$ cat config.mk
export PLATFORM = sky130hd
export DESIGN_NAME = taylor_sine_cosine_from_degrees
export DESIGN_NICKNAME = d
export VERILOG_FILES = /design/src/rtl/core/tscd_pkg.sv /design/src/rtl/core/tscd_ctrl.sv /design/src/rtl/core/tscd_datapath.sv /design/src/rtl/core/taylor_sine_cosine_from_degrees.sv
export SDC_FILE = /design/constraint.sdc
export NUM_CORES = 2
export LEC_CHECK = 0
export ABC_AREA = 1
export BUFFER_PORTS_ARGS = -buffer_cell sky130_fd_sc_hd__clkbuf_2
export CORE_UTILIZATION = 45
export DETAILED_ROUTE_END_ITERATION = 8
export GPL_ROUTABILITY_DRIVEN = 0
export PLACE_DENSITY_LB_ADDON = 0.08
export SETUP_SLACK_MARGIN = 0.2
export SLEW_MARGIN = 10
export SYNTH_ARGS = -nofsm -noshare
export SYNTH_HDL_FRONTEND = slang
export SYNTH_HIERARCHICAL = 1
export SYNTH_SLANG_ARGS = --single-unit
$ cat constraint.sdc
create_clock -name clk -period 14.5 [get_ports clk]
set_input_delay 1.45 -clock clk [delete_from_list [all_inputs] [get_ports clk]]
set_output_delay 1.45 -clock clk [all_outputs]
set_load 0.02 [all_outputs]
$ cat src/rtl/core/tscd_pkg.sv
// ----------------------------------------------------------------------------
// tscd_pkg
// Shared types and constants of the Taylor sine/cosine block: datapath
// command and status words, fixed-point widths and reciprocal constants.
// ----------------------------------------------------------------------------
`default_nettype none

package tscd_pkg;

    // Field widths.
    localparam int DEG_W     = 18;   // angle in degrees, signed Q9.8
    localparam int RAD_W     = 20;   // angle in radians, signed Q3.16
    localparam int SUM_W     = 24;   // sine and cosine, signed Q7.16
    localparam int CNT_W     = 4;    // term count register
    localparam int S_DATA_W  = 24;   // input tdata, whole bytes
    localparam int M_DATA_W  = 72;   // output tdata, whole bytes

    // Internal widths. A term never exceeds 8^8/8! in Q16, below 2^25, and
    // the partial sums stay below e^8 in Q16, below 2^28.
    localparam int TERM_W    = 25;
    localparam int ACC_W     = 29;
    localparam int X_W       = 30;   // scaled degree magnitude plus rounding
    localparam int A_W       = 28;   // rounded term product before divide by k
    localparam int MUL_A_W   = 30;
    localparam int MUL_B_W   = 29;
    localparam int PROD_W    = MUL_A_W + MUL_B_W;
    localparam int K_W       = 5;    // series index, up to nineteen

    // Degree to radian conversion: rad = round(deg * 5024 / 1125).
    localparam logic [10:0] DEG_HALF   = 11'd562;
    localparam logic [10:0] DEG_DEN    = 11'd1125;
    localparam logic [19:0] DEG_RECIP  = 20'd954437;   // floor(2^30 / 1125)
    localparam int          DEG_SHIFT  = 30;
    localparam int          K_SHIFT    = 28;           // shift of the 1/k table

    localparam logic [TERM_W-1:0] ONE_Q16     = 25'd65536;
    localparam logic [RAD_W-1:0]  RAD_POS_LIM = 20'd524287;
    localparam logic [RAD_W-1:0]  RAD_NEG_LIM = 20'd524288;

    // Datapath operations issued by the controller.
    typedef enum logic [2:0] {
        OP_IDLE,
        OP_LOAD,
        OP_CONV_RECIP,
        OP_CONV_FIX,
        OP_TERM_MUL,
        OP_TERM_RECIP,
        OP_TERM_FIX,
        OP_PUBLISH
    } dp_op_t;

    typedef struct packed {
        dp_op_t         op;
        logic [K_W-1:0] k;          // index of the term being built
        logic           series_on;  // at least one term is summed
    } dp_cmd_t;

    typedef struct packed {
        logic out_free;             // output register can take a new word
    } dp_status_t;

    // floor(2^28 / k) for the series indexes one through nineteen.
    function automatic logic [MUL_B_W-1:0] recip_k(input logic [K_W-1:0] k);
        logic [MUL_B_W-1:0] r;
        case (k)
            5'd1:    r = 29'd268435456;
            5'd2:    r = 29'd134217728;
            5'd3:    r = 29'd89478485;
            5'd4:    r = 29'd67108864;
            5'd5:    r = 29'd53687091;
            5'd6:    r = 29'd44739242;
            5'd7:    r = 29'd38347922;
            5'd8:    r = 29'd33554432;
            5'd9:    r = 29'd29826161;
            5'd10:   r = 29'd26843545;
            5'd11:   r = 29'd24403223;
            5'd12:   r = 29'd22369621;
            5'd13:   r = 29'd20648881;
            5'd14:   r = 29'd19173961;
            5'd15:   r = 29'd17895697;
            5'd16:   r = 29'd16777216;
            5'd17:   r = 29'd15790320;
            5'd18:   r = 29'd14913080;
            5'd19:   r = 29'd14128181;
            default: r = '0;
        endcase
        return r;
    endfunction

endpackage

`default_nettype wire

$ cat src/rtl/core/tscd_ctrl.sv
// ----------------------------------------------------------------------------
// tscd_ctrl
// Sequencer of the Taylor sine/cosine block. Holds the term count register
// and steps the datapath through conversion, the series terms and output.
// ----------------------------------------------------------------------------
`default_nettype none

module tscd_ctrl #(
    parameter int MAX_TERMS = 10
) (
    input  wire                          clk,
    input  wire                          rst_n,
    input  wire                          cfg_we,
    input  wire [tscd_pkg::CNT_W-1:0]    cfg_wdata,
    input  wire                          in_valid,
    output logic                         in_ready,
    output tscd_pkg::dp_cmd_t            cmd,
    input  tscd_pkg::dp_status_t         status
);

    localparam int KW = $clog2(2 * MAX_TERMS);

    typedef enum logic [6:0] {
        S_IDLE       = 7'b0000001,
        S_CONV_RECIP = 7'b0000010,
        S_CONV_FIX   = 7'b0000100,
        S_TERM_MUL   = 7'b0001000,
        S_TERM_RECIP = 7'b0010000,
        S_TERM_FIX   = 7'b0100000,
        S_DONE       = 7'b1000000
    } state_t;

    state_t                      state_reg, state_next;
    logic [KW-1:0]               k_reg, k_next;
    logic [tscd_pkg::CNT_W-1:0]  term_count_reg;
    logic [tscd_pkg::CNT_W-1:0]  n_terms;
    logic [tscd_pkg::CNT_W:0]    last_full;
    logic [KW-1:0]               last_k;
    logic                        series_on;

    // Effective term count and the index of the last series term.
    always_comb
    begin
        n_terms   = (term_count_reg > tscd_pkg::CNT_W'(MAX_TERMS)) ?
                    tscd_pkg::CNT_W'(MAX_TERMS) : term_count_reg;
        last_full = {n_terms, 1'b0} - {{tscd_pkg::CNT_W{1'b0}}, 1'b1};
        last_k    = last_full[KW-1:0];
        series_on = (n_terms != '0);
    end

    // Term count register.
    always_ff @(posedge clk or negedge rst_n)
    begin
        if (!rst_n)
        begin
            term_count_reg <= tscd_pkg::CNT_W'(5);
        end
        else if (cfg_we)
        begin
            term_count_reg <= cfg_wdata;
        end
    end

    assign in_ready = (state_reg == S_IDLE);

    // Next state, index and datapath command.
    always_comb
    begin
        state_next    = state_reg;
        k_next        = k_reg;
        cmd.op        = tscd_pkg::OP_IDLE;
        cmd.k         = tscd_pkg::K_W'(k_reg);
        cmd.series_on = series_on;
        case (state_reg)
            S_IDLE:
            begin
                if (in_valid)
                begin
                    cmd.op     = tscd_pkg::OP_LOAD;
                    state_next = S_CONV_RECIP;
                end
            end
            S_CONV_RECIP:
            begin
                cmd.op     = tscd_pkg::OP_CONV_RECIP;
                state_next = S_CONV_FIX;
            end
            S_CONV_FIX:
            begin
                cmd.op = tscd_pkg::OP_CONV_FIX;
                k_next = KW'(1);
                state_next = series_on ? S_TERM_MUL : S_DONE;
            end
            S_TERM_MUL:
            begin
                cmd.op     = tscd_pkg::OP_TERM_MUL;
                state_next = S_TERM_RECIP;
            end
            S_TERM_RECIP:
            begin
                cmd.op     = tscd_pkg::OP_TERM_RECIP;
                state_next = S_TERM_FIX;
            end
            S_TERM_FIX:
            begin
                cmd.op = tscd_pkg::OP_TERM_FIX;
                if (k_reg == last_k)
                begin
                    state_next = S_DONE;
                end
                else
                begin
                    k_next     = k_reg + KW'(1);
                    state_next = S_TERM_MUL;
                end
            end
            S_DONE:
            begin
                if (status.out_free)
                begin
                    cmd.op     = tscd_pkg::OP_PUBLISH;
                    state_next = S_IDLE;
                end
            end
            default:
            begin
                state_next = S_IDLE;
            end
        endcase
    end

    // State and index registers.
    always_ff @(posedge clk or negedge rst_n)
    begin
        if (!rst_n)
        begin
            state_reg <= S_IDLE;
            k_reg     <= '0;
        end
        else
        begin
            state_reg <= state_next;
            k_reg     <= k_next;
        end
    end

endmodule

`default_nettype wire

$ cat src/rtl/core/tscd_datapath.sv
// ----------------------------------------------------------------------------
// tscd_datapath
// Arithmetic of the Taylor sine/cosine block: one shared multiplier, the
// reciprocal correction steps, the two series sums and the output register.
// ----------------------------------------------------------------------------
`default_nettype none

module tscd_datapath (
    input  wire                             clk,
    input  wire                             rst_n,
    input  tscd_pkg::dp_cmd_t               cmd,
    output tscd_pkg::dp_status_t            status,
    input  wire [tscd_pkg::DEG_W-1:0]       angle_degrees,
    output logic                            m_tvalid,
    input  wire                             m_tready,
    output logic [tscd_pkg::M_DATA_W-1:0]   m_tdata
);

    // Working registers.
    logic                                  deg_neg_reg;
    logic [tscd_pkg::X_W-1:0]              x_reg;
    logic [tscd_pkg::PROD_W-1:0]           prod_reg;
    logic [tscd_pkg::A_W-1:0]              a_reg;
    logic [tscd_pkg::RAD_W-1:0]            rad_mag_reg;
    logic [tscd_pkg::TERM_W-1:0]           term_reg;
    logic signed [tscd_pkg::ACC_W-1:0]     sin_acc_reg;
    logic signed [tscd_pkg::ACC_W-1:0]     cos_acc_reg;

    // Output register.
    logic                                  out_valid_reg, out_valid_next;
    logic [tscd_pkg::RAD_W-1:0]            rad_out_reg;
    logic [tscd_pkg::SUM_W-1:0]            sin_out_reg;
    logic [tscd_pkg::SUM_W-1:0]            cos_out_reg;

    // Combinational values.
    logic [tscd_pkg::DEG_W-1:0]            deg_mag;
    logic [tscd_pkg::X_W-1:0]              deg_m;
    logic [tscd_pkg::X_W-1:0]              x_next;
    logic [tscd_pkg::MUL_A_W-1:0]          mul_a;
    logic [tscd_pkg::MUL_B_W-1:0]          mul_b;
    logic [tscd_pkg::PROD_W-1:0]           mul_p;
    logic [45:0]                           rnd_sum;
    logic [tscd_pkg::A_W-1:0]              a_next;
    logic [tscd_pkg::RAD_W-1:0]            deg_q_est;
    logic [30:0]                           deg_qk;
    logic [tscd_pkg::X_W-1:0]              deg_rem;
    logic [tscd_pkg::RAD_W-1:0]            deg_q;
    logic [tscd_pkg::RAD_W-1:0]            rad_lim;
    logic [tscd_pkg::RAD_W-1:0]            rad_mag_next;
    logic [tscd_pkg::A_W-1:0]              t_q_est;
    logic [32:0]                           t_qk;
    logic [tscd_pkg::A_W-1:0]              t_rem;
    logic [tscd_pkg::A_W-1:0]              t_q;
    logic [tscd_pkg::TERM_W-1:0]           term_next;
    logic signed [tscd_pkg::ACC_W-1:0]     t_ext;
    logic signed [tscd_pkg::ACC_W-1:0]     contrib;
    logic                                  t_minus;

    // Saturates a partial sum to the 24-bit output range.
    function automatic logic [tscd_pkg::SUM_W-1:0] sat_sum(
        input logic signed [tscd_pkg::ACC_W-1:0] v);
        logic [tscd_pkg::SUM_W-1:0] r;
        if (v > $signed(tscd_pkg::ACC_W'(24'h7FFFFF)))
        begin
            r = 24'h7FFFFF;
        end
        else if (v < -$signed(tscd_pkg::ACC_W'(24'h800000)))
        begin
            r = 24'h800000;
        end
        else
        begin
            r = v[tscd_pkg::SUM_W-1:0];
        end
        return r;
    endfunction

    // Degree magnitude scaled by 5024 with the rounding half of 1125 added.
    always_comb
    begin
        deg_mag = angle_degrees[tscd_pkg::DEG_W-1] ? (~angle_degrees + 18'd1) : angle_degrees;
        deg_m   = tscd_pkg::X_W'(deg_mag);
        x_next  = (deg_m << 12) + (deg_m << 9) + (deg_m << 8) + (deg_m << 7) + (deg_m << 5)
                  + tscd_pkg::X_W'(tscd_pkg::DEG_HALF);
    end

    // Rounded term product, ready for the divide by k.
    always_comb
    begin
        rnd_sum = {1'b0, prod_reg[44:0]} + ({41'd0, cmd.k} << 15);
        a_next  = rnd_sum[43:16];
    end

    // Shared multiplier with its operand selection.
    always_comb
    begin
        mul_a = '0;
        mul_b = '0;
        case (cmd.op)
            tscd_pkg::OP_CONV_RECIP:
            begin
                mul_a = x_reg;
                mul_b = tscd_pkg::MUL_B_W'(tscd_pkg::DEG_RECIP);
            end
            tscd_pkg::OP_TERM_MUL:
            begin
                mul_a = tscd_pkg::MUL_A_W'(term_reg);
                mul_b = tscd_pkg::MUL_B_W'(rad_mag_reg);
            end
            tscd_pkg::OP_TERM_RECIP:
            begin
                mul_a = tscd_pkg::MUL_A_W'(a_next);
                mul_b = tscd_pkg::recip_k(cmd.k);
            end
            default:
            begin
                mul_a = '0;
                mul_b = '0;
            end
        endcase
        mul_p = tscd_pkg::PROD_W'(mul_a) * tscd_pkg::PROD_W'(mul_b);
    end

    // Quotient correction for the radian conversion, then saturation.
    always_comb
    begin
        deg_q_est    = prod_reg[tscd_pkg::DEG_SHIFT +: tscd_pkg::RAD_W];
        deg_qk       = 31'(deg_q_est) * 31'(tscd_pkg::DEG_DEN);
        deg_rem      = x_reg - deg_qk[tscd_pkg::X_W-1:0];
        deg_q        = deg_q_est
                       + tscd_pkg::RAD_W'(deg_rem >= tscd_pkg::X_W'(tscd_pkg::DEG_DEN));
        rad_lim      = deg_neg_reg ? tscd_pkg::RAD_NEG_LIM : tscd_pkg::RAD_POS_LIM;
        rad_mag_next = (deg_q > rad_lim) ? rad_lim : deg_q;
    end

    // Quotient correction for the divide by k, and the signed contribution.
    always_comb
    begin
        t_q_est   = prod_reg[tscd_pkg::K_SHIFT +: tscd_pkg::A_W];
        t_qk      = 33'(t_q_est) * 33'(cmd.k);
        t_rem     = a_reg - t_qk[tscd_pkg::A_W-1:0];
        t_q       = t_q_est + tscd_pkg::A_W'(t_rem >= tscd_pkg::A_W'(cmd.k));
        term_next = t_q[tscd_pkg::TERM_W-1:0];
        t_ext     = $signed(tscd_pkg::ACC_W'(term_next));
        // A negative angle flips the sign of every odd power.
        t_minus   = cmd.k[1] ^ (deg_neg_reg & cmd.k[0]);
        contrib   = t_minus ? -t_ext : t_ext;
    end

    // Working registers, updated by the current operation.
    always_ff @(posedge clk)
    begin
        case (cmd.op)
            tscd_pkg::OP_LOAD:
            begin
                deg_neg_reg <= angle_degrees[tscd_pkg::DEG_W-1];
                x_reg       <= x_next;
            end
            tscd_pkg::OP_CONV_RECIP:
            begin
                prod_reg <= mul_p;
            end
            tscd_pkg::OP_CONV_FIX:
            begin
                rad_mag_reg <= rad_mag_next;
                term_reg    <= tscd_pkg::ONE_Q16;
                sin_acc_reg <= '0;
                cos_acc_reg <= cmd.series_on ?
                               $signed(tscd_pkg::ACC_W'(tscd_pkg::ONE_Q16)) : '0;
            end
            tscd_pkg::OP_TERM_MUL:
            begin
                prod_reg <= mul_p;
            end
            tscd_pkg::OP_TERM_RECIP:
            begin
                prod_reg <= mul_p;
                a_reg    <= a_next;
            end
            tscd_pkg::OP_TERM_FIX:
            begin
                term_reg <= term_next;
                if (cmd.k[0])
                begin
                    sin_acc_reg <= sin_acc_reg + contrib;
                end
                else
                begin
                    cos_acc_reg <= cos_acc_reg + contrib;
                end
            end
            default:
            begin
            end
        endcase
    end

    // Output word payload.
    always_ff @(posedge clk)
    begin
        if (cmd.op == tscd_pkg::OP_PUBLISH)
        begin
            rad_out_reg <= deg_neg_reg ? (~rad_mag_reg + 20'd1) : rad_mag_reg;
            sin_out_reg <= sat_sum(sin_acc_reg);
            cos_out_reg <= sat_sum(cos_acc_reg);
        end
    end

    // Output word valid flag.
    always_comb
    begin
        if (cmd.op == tscd_pkg::OP_PUBLISH)
        begin
            out_valid_next = 1'b1;
        end
        else
        begin
            out_valid_next = out_valid_reg & ~m_tready;
        end
    end

    always_ff @(posedge clk or negedge rst_n)
    begin
        if (!rst_n)
        begin
            out_valid_reg <= 1'b0;
        end
        else
        begin
            out_valid_reg <= out_valid_next;
        end
    end

    assign status.out_free = ~out_valid_reg | m_tready;
    assign m_tvalid        = out_valid_reg;
    assign m_tdata         = {4'd0, cos_out_reg, sin_out_reg, rad_out_reg};

endmodule

`default_nettype wire

$ cat src/rtl/core/taylor_sine_cosine_from_degrees.sv
// ----------------------------------------------------------------------------
// taylor_sine_cosine_from_degrees
// Converts an angle in degrees (Q9.8) to radians (Q3.16, pi taken as 3.14)
// and sums term_count Taylor terms of sine and cosine (Q7.16, saturated),
// with no range reduction. After a word is accepted the input stays closed
// until its result is published. The term count is limited to MAX_TERMS,
// its reset value is five, and with a count of zero no term is built. All
// products go through the single shared multiplier: the angle conversion
// takes two steps (multiply by the reciprocal of 1125, quotient correction),
// and each series term takes three (product with the angle, multiply by the
// reciprocal of k, quotient correction), the first two on the multiplier.
// The last step of a word waits while the output register still holds an
// unread result. A finished result waits in that register, so the next word
// is taken while the previous result has not yet been read.
// ----------------------------------------------------------------------------
`default_nettype none

module taylor_sine_cosine_from_degrees #(
    parameter int MAX_TERMS = 10
) (
    input  wire                               clk,
    input  wire                               rst_n,
    input  wire                               cfg_we,
    input  wire [tscd_pkg::CNT_W-1:0]         cfg_wdata,     // term_count
    input  wire                               s_tvalid,
    output logic                              s_tready,
    input  wire [tscd_pkg::S_DATA_W-1:0]      s_tdata,       // [17:0] angle_degrees
    output logic                              m_tvalid,
    input  wire                               m_tready,
    output logic [tscd_pkg::M_DATA_W-1:0]     m_tdata        // [19:0] angle_radians,
                                                             // [43:20] sine_value,
                                                             // [67:44] cosine_value
);

    tscd_pkg::dp_cmd_t    cmd;
    tscd_pkg::dp_status_t status;

    // Sequencer and term count register.
    tscd_ctrl #(
        .MAX_TERMS (MAX_TERMS)
    ) u_ctrl (
        .clk       (clk),
        .rst_n     (rst_n),
        .cfg_we    (cfg_we),
        .cfg_wdata (cfg_wdata),
        .in_valid  (s_tvalid),
        .in_ready  (s_tready),
        .cmd       (cmd),
        .status    (status)
    );

    // Arithmetic and output register.
    tscd_datapath u_datapath (
        .clk           (clk),
        .rst_n         (rst_n),
        .cmd           (cmd),
        .status        (status),
        .angle_degrees (s_tdata[tscd_pkg::DEG_W-1:0]),
        .m_tvalid      (m_tvalid),
        .m_tready      (m_tready),
        .m_tdata       (m_tdata)
    );

    // One word at a time: after an accepted word the input side closes.
    a_busy_after_accept: assert property (@(posedge clk) disable iff (!rst_n)
        (s_tvalid && s_tready) |=> !s_tready)
        else $error("input accepted while a word is still in work");

    // A new result only appears while a word is in work.
    a_result_from_work: assert property (@(posedge clk) disable iff (!rst_n)
        $rose(m_tvalid) |-> $past(!s_tready))
        else $error("result appeared with no word in work");

    // The controller never overwrites a result that has not been taken.
    a_publish_free: assert property (@(posedge clk) disable iff (!rst_n)
        (cmd.op == tscd_pkg::OP_PUBLISH) |-> status.out_free)
        else $error("result published over a pending output word");

endmodule

`default_nettype wire
==> results.sh <==
export IMPL_grt_ovfl_total=0
export IMPL_fin_crit_ns=11.42
export IMPL_drive_above_1_share=0.04866
export IMPL_crit_type="reg -> reg"
export IMPL_ant_nets=0
export IMPL_cts_repair_resized=0
export IMPL_total_power_mw=13.03
export IMPL_die_h_um=359.2
export IMPL_power_leakage_nw=29.91
export IMPL_first_pass_iters=6
export IMPL_drt_wirelength_per_cell_um=20.56
export IMPL_dp_hpwl_mm=145.6
export IMPL_fin_nets=8616
export IMPL_wirelength_mm=180.2
export IMPL_ir_drop_uv=410.0
export IMPL_cpPeakStageDelay_ns=0.99
export IMPL_ys_async_sr_fraction=0.06007
export IMPL_syn_area_um2=57430
export IMPL_clockRootBuffer="clkbuf_16"
export IMPL_nFillCells=12460
export IMPL_intPower_mw=5.454
export IMPL_start_kind="flop"
export IMPL_crit_top_cell="nand2_1"
export IMPL_htreeDepth=2
export IMPL_largest_reg_flops=41
export IMPL_cts_tree="built"
export IMPL_routed_via_density=5.287
export IMPL_p_seq_frac=0.095
export IMPL_cts_setup_buffers=0
export IMPL_slew_violations=0
export IMPL_slowest_stage="dfrtp_1"
export IMPL_io_pins=107
export IMPL_relSlewSlack=0.2045
export IMPL_die_x_um=359.2
export IMPL_clkLatencyLatePin_ns=0.58
export IMPL_first_iter_violations=3669
export IMPL_synth_top_area_frac=0.3346
export IMPL_dp_worst_setup_slack_ns=3.003
export IMPL_netlist_instances=7038
export IMPL_grt_max_degree=63
export IMPL_numCtsBuffers=36
export IMPL_area_growth_pct=6.503
export IMPL_num_vias=46330
export IMPL_worst_pin_slew_ns=1.181
export IMPL_setup_violations=0
export IMPL_fin_ws_ns=3.077
export IMPL_cp_end_kind="flop"
export IMPL_clk_pin_slew_worst_paths_ns=0.06
export IMPL_drc=0
export IMPL_yosys_top_cells_area="fa_1, edfxtp_1, ha_1"
export IMPL_multi_input_area_um2=42230
export IMPL_grt_first_pass_wirelength_mm=280.7
export IMPL_status="completed"
export IMPL_io_buffers=96
export IMPL_row_count=130
export IMPL_die_area_um2=129100
export IMPL_crit_arrival_ns=11.77
export IMPL_cp_max_fo=24
export IMPL_fin_crit_sh=0.7878
export IMPL_netSwitchingFraction=0.5815
export IMPL_fmax_mhz=87.54
export IMPL_core_area_um2=126100
export IMPL_yosys_area_top_type="fa_1"
export IMPL_pwr_share_comb=0.833
export IMPL_ys_ff_latch=283
export IMPL_synth_area_per_cell_um2=8.160
export IMPL_ctsHoldBuffers=0
export IMPL_grt_total_usage=0.2834
export IMPL_first_global_vias=47160
export IMPL_hold_class="reg -> reg"
export IMPL_synth_edf_count=266
export IMPL_cap_violations=0
export IMPL_fin_util=0.4852
export IMPL_initial_core_util=0.4556
export IMPL_yosys_warnings=6
export IMPL_required_ns=14.85
export IMPL_netSwitchingPower_mw=7.579
export IMPL_yosys_cell_types_count=69
export IMPL_regArea_um2=8418
export IMPL_ys_seq_area_frac=0.1466
export IMPL_antenna_found_initial=4
export IMPL_hold_viol=0
export IMPL_clk_path_buf_depth=3
export IMPL_power_share_clock=0.072
export IMPL_ys_flop_type="edfxtp_1"
export IMPL_fin_tns_setup_ns=0
export IMPL_clock_sinks=283
export IMPL_rsz0062_at_grt="no"
export IMPL_power_density_nw_per_um2=213.1
export IMPL_finClkSkew_ns=0.03410
[worst paths after layout]
path	start	to	slack [ns]	cells past startpoint
min	u_datapath/cos_acc_reg[28]	u_datapath/cos_out_reg[23]	0.50	0
max reg2reg	u_ctrl/k_reg[2]	u_datapath/prod_reg[46]	3.08	40
min in group asynchronous	rst_n	u_ctrl/term_count_reg[3]	0.79	1
max	u_ctrl/k_reg[2]	u_datapath/prod_reg[46]	3.08	40
max in group asynchronous	rst_n	u_ctrl/state_reg[0]	13.36	1
min reg2reg	u_datapath/cos_acc_reg[28]	u_datapath/cos_out_reg[23]	0.50	0
[synthesized netlist by cell type, drive strengths merged, types with 3 or more instances]
cell type	n
edfxtp	266
nor4	13
a211oi	5
a31o	3
o21bai	13
a221oi	4
nand3	169
nand2	1601
inv	1644
a21oi	329
or2	9
o21a	23
nand4	51
buf	53
o211ai	13
o22ai	6
dfstp	3
o21ai	278
xnor2	56
nor2	505
xor2	180
a22oi	3
fa	960
a31oi	25
o31ai	7
clkbuf	148
clkinv	11
ha	539
and2	5
a21boi	5
nor3	55
nand3b	8
dfrtp	14
a21o	16
and3	5
[layout by cell type (no fill, tap or decap), drive strengths merged, types with 4 or more instances in the layout]
cell type	n
a31oi	25
o21ai	278
xnor2	56
o22ai	6
or2	9
inv	1649
dfrtp	14
a211oi	5
nor2	505
nor3	55
xor2	180
clkbuf	140
a221oi	4
nand3b	8
a21oi	329
o21a	23
bufinv	4
o31ai	7
nand2	1601
nor4	13
edfxtp	266
buf	74
o21bai	13
a21o	16
conb	41
a21boi	5
nand3	169
ha	539
and2	5
fa	960
nand4	51
clkinv	21
and3	5
o211ai	13
[through the flow]
step                      instances  cell area, um2  hold slack (ns)
after floorplan                7077           57580           0.4264
after global placement         8696           59970           0.4840
after detailed placement       8696           59970           0.4837
after CTS                      8761           61160           0.4975
after global routing           8761           61160           0.4999
final                          8763           61160           0.4988
[power groups by stage]
stage | Clock, mW | Combinational, mW | Sequential [mW]
detailed placement | 0 | 10.7 | 1.26
floorplan | 0 | 8.01 | 1.19
global route | 0.987 | 12.3 | 1.25
finish | 0.937 | 10.9 | 1.24
global placement | 0 | 10.7 | 1.25
CTS | 0.958 | 10.8 | 1.24
[layout make-up]
type	count	area share
Clock buffer	44	0.01538
Tap cell	1650	0.03375
Antenna cell	2	0.00008182
Sequential cell	283	0.1376
Clock inverter	21	0.004112
Multi-Input combinational cell	4938	0.6905
Inverter	1655	0.1016
Timing Repair Buffer	170	0.01694
[kinds of logic (layout without fill, tap and decap cells)]
family                     after synthesis  count (layout)  synth area share
buffers and inverters                 1856            1890            0.1229
AOI/OAI and AO/OA                      740             740           0.07144
DFF                                    283             283            0.1466
adders and majority gates             1499            1499            0.4521
and+or+nand+nor                       2422            2422            0.1709
other                                    2              43         0.0001308
xor gates and xnor gates               236             236           0.03599
[critical path, delay by kind of cell, from the launching register on]
kind	cells	cell delay, ns
adders and majority gates	10	4.69
and+or+nand+nor	19	3.74
DFF	1	0.99
buffers and inverters	8	0.93
xor gates and xnor gates	2	0.66
AOI/OAI and AO/OA	1	0.08
[layer usage]
| layer | GRT usage | vias to the layer above | part of all wire |
|---|---|---|---|
| met1 | 0.4115 | 23200 | 0.46 |
| met2 | 0.4427 | 1435 | 0.44 |
| met5 | 0 | - | 0.000044 |
| li1 | - | 21430 | - |
| met4 | 0.06901 | 2 | 0.027 |
| met3 | 0.04340 | 267 | 0.071 |
Note: power is estimated with default switching activity, not from simulation.
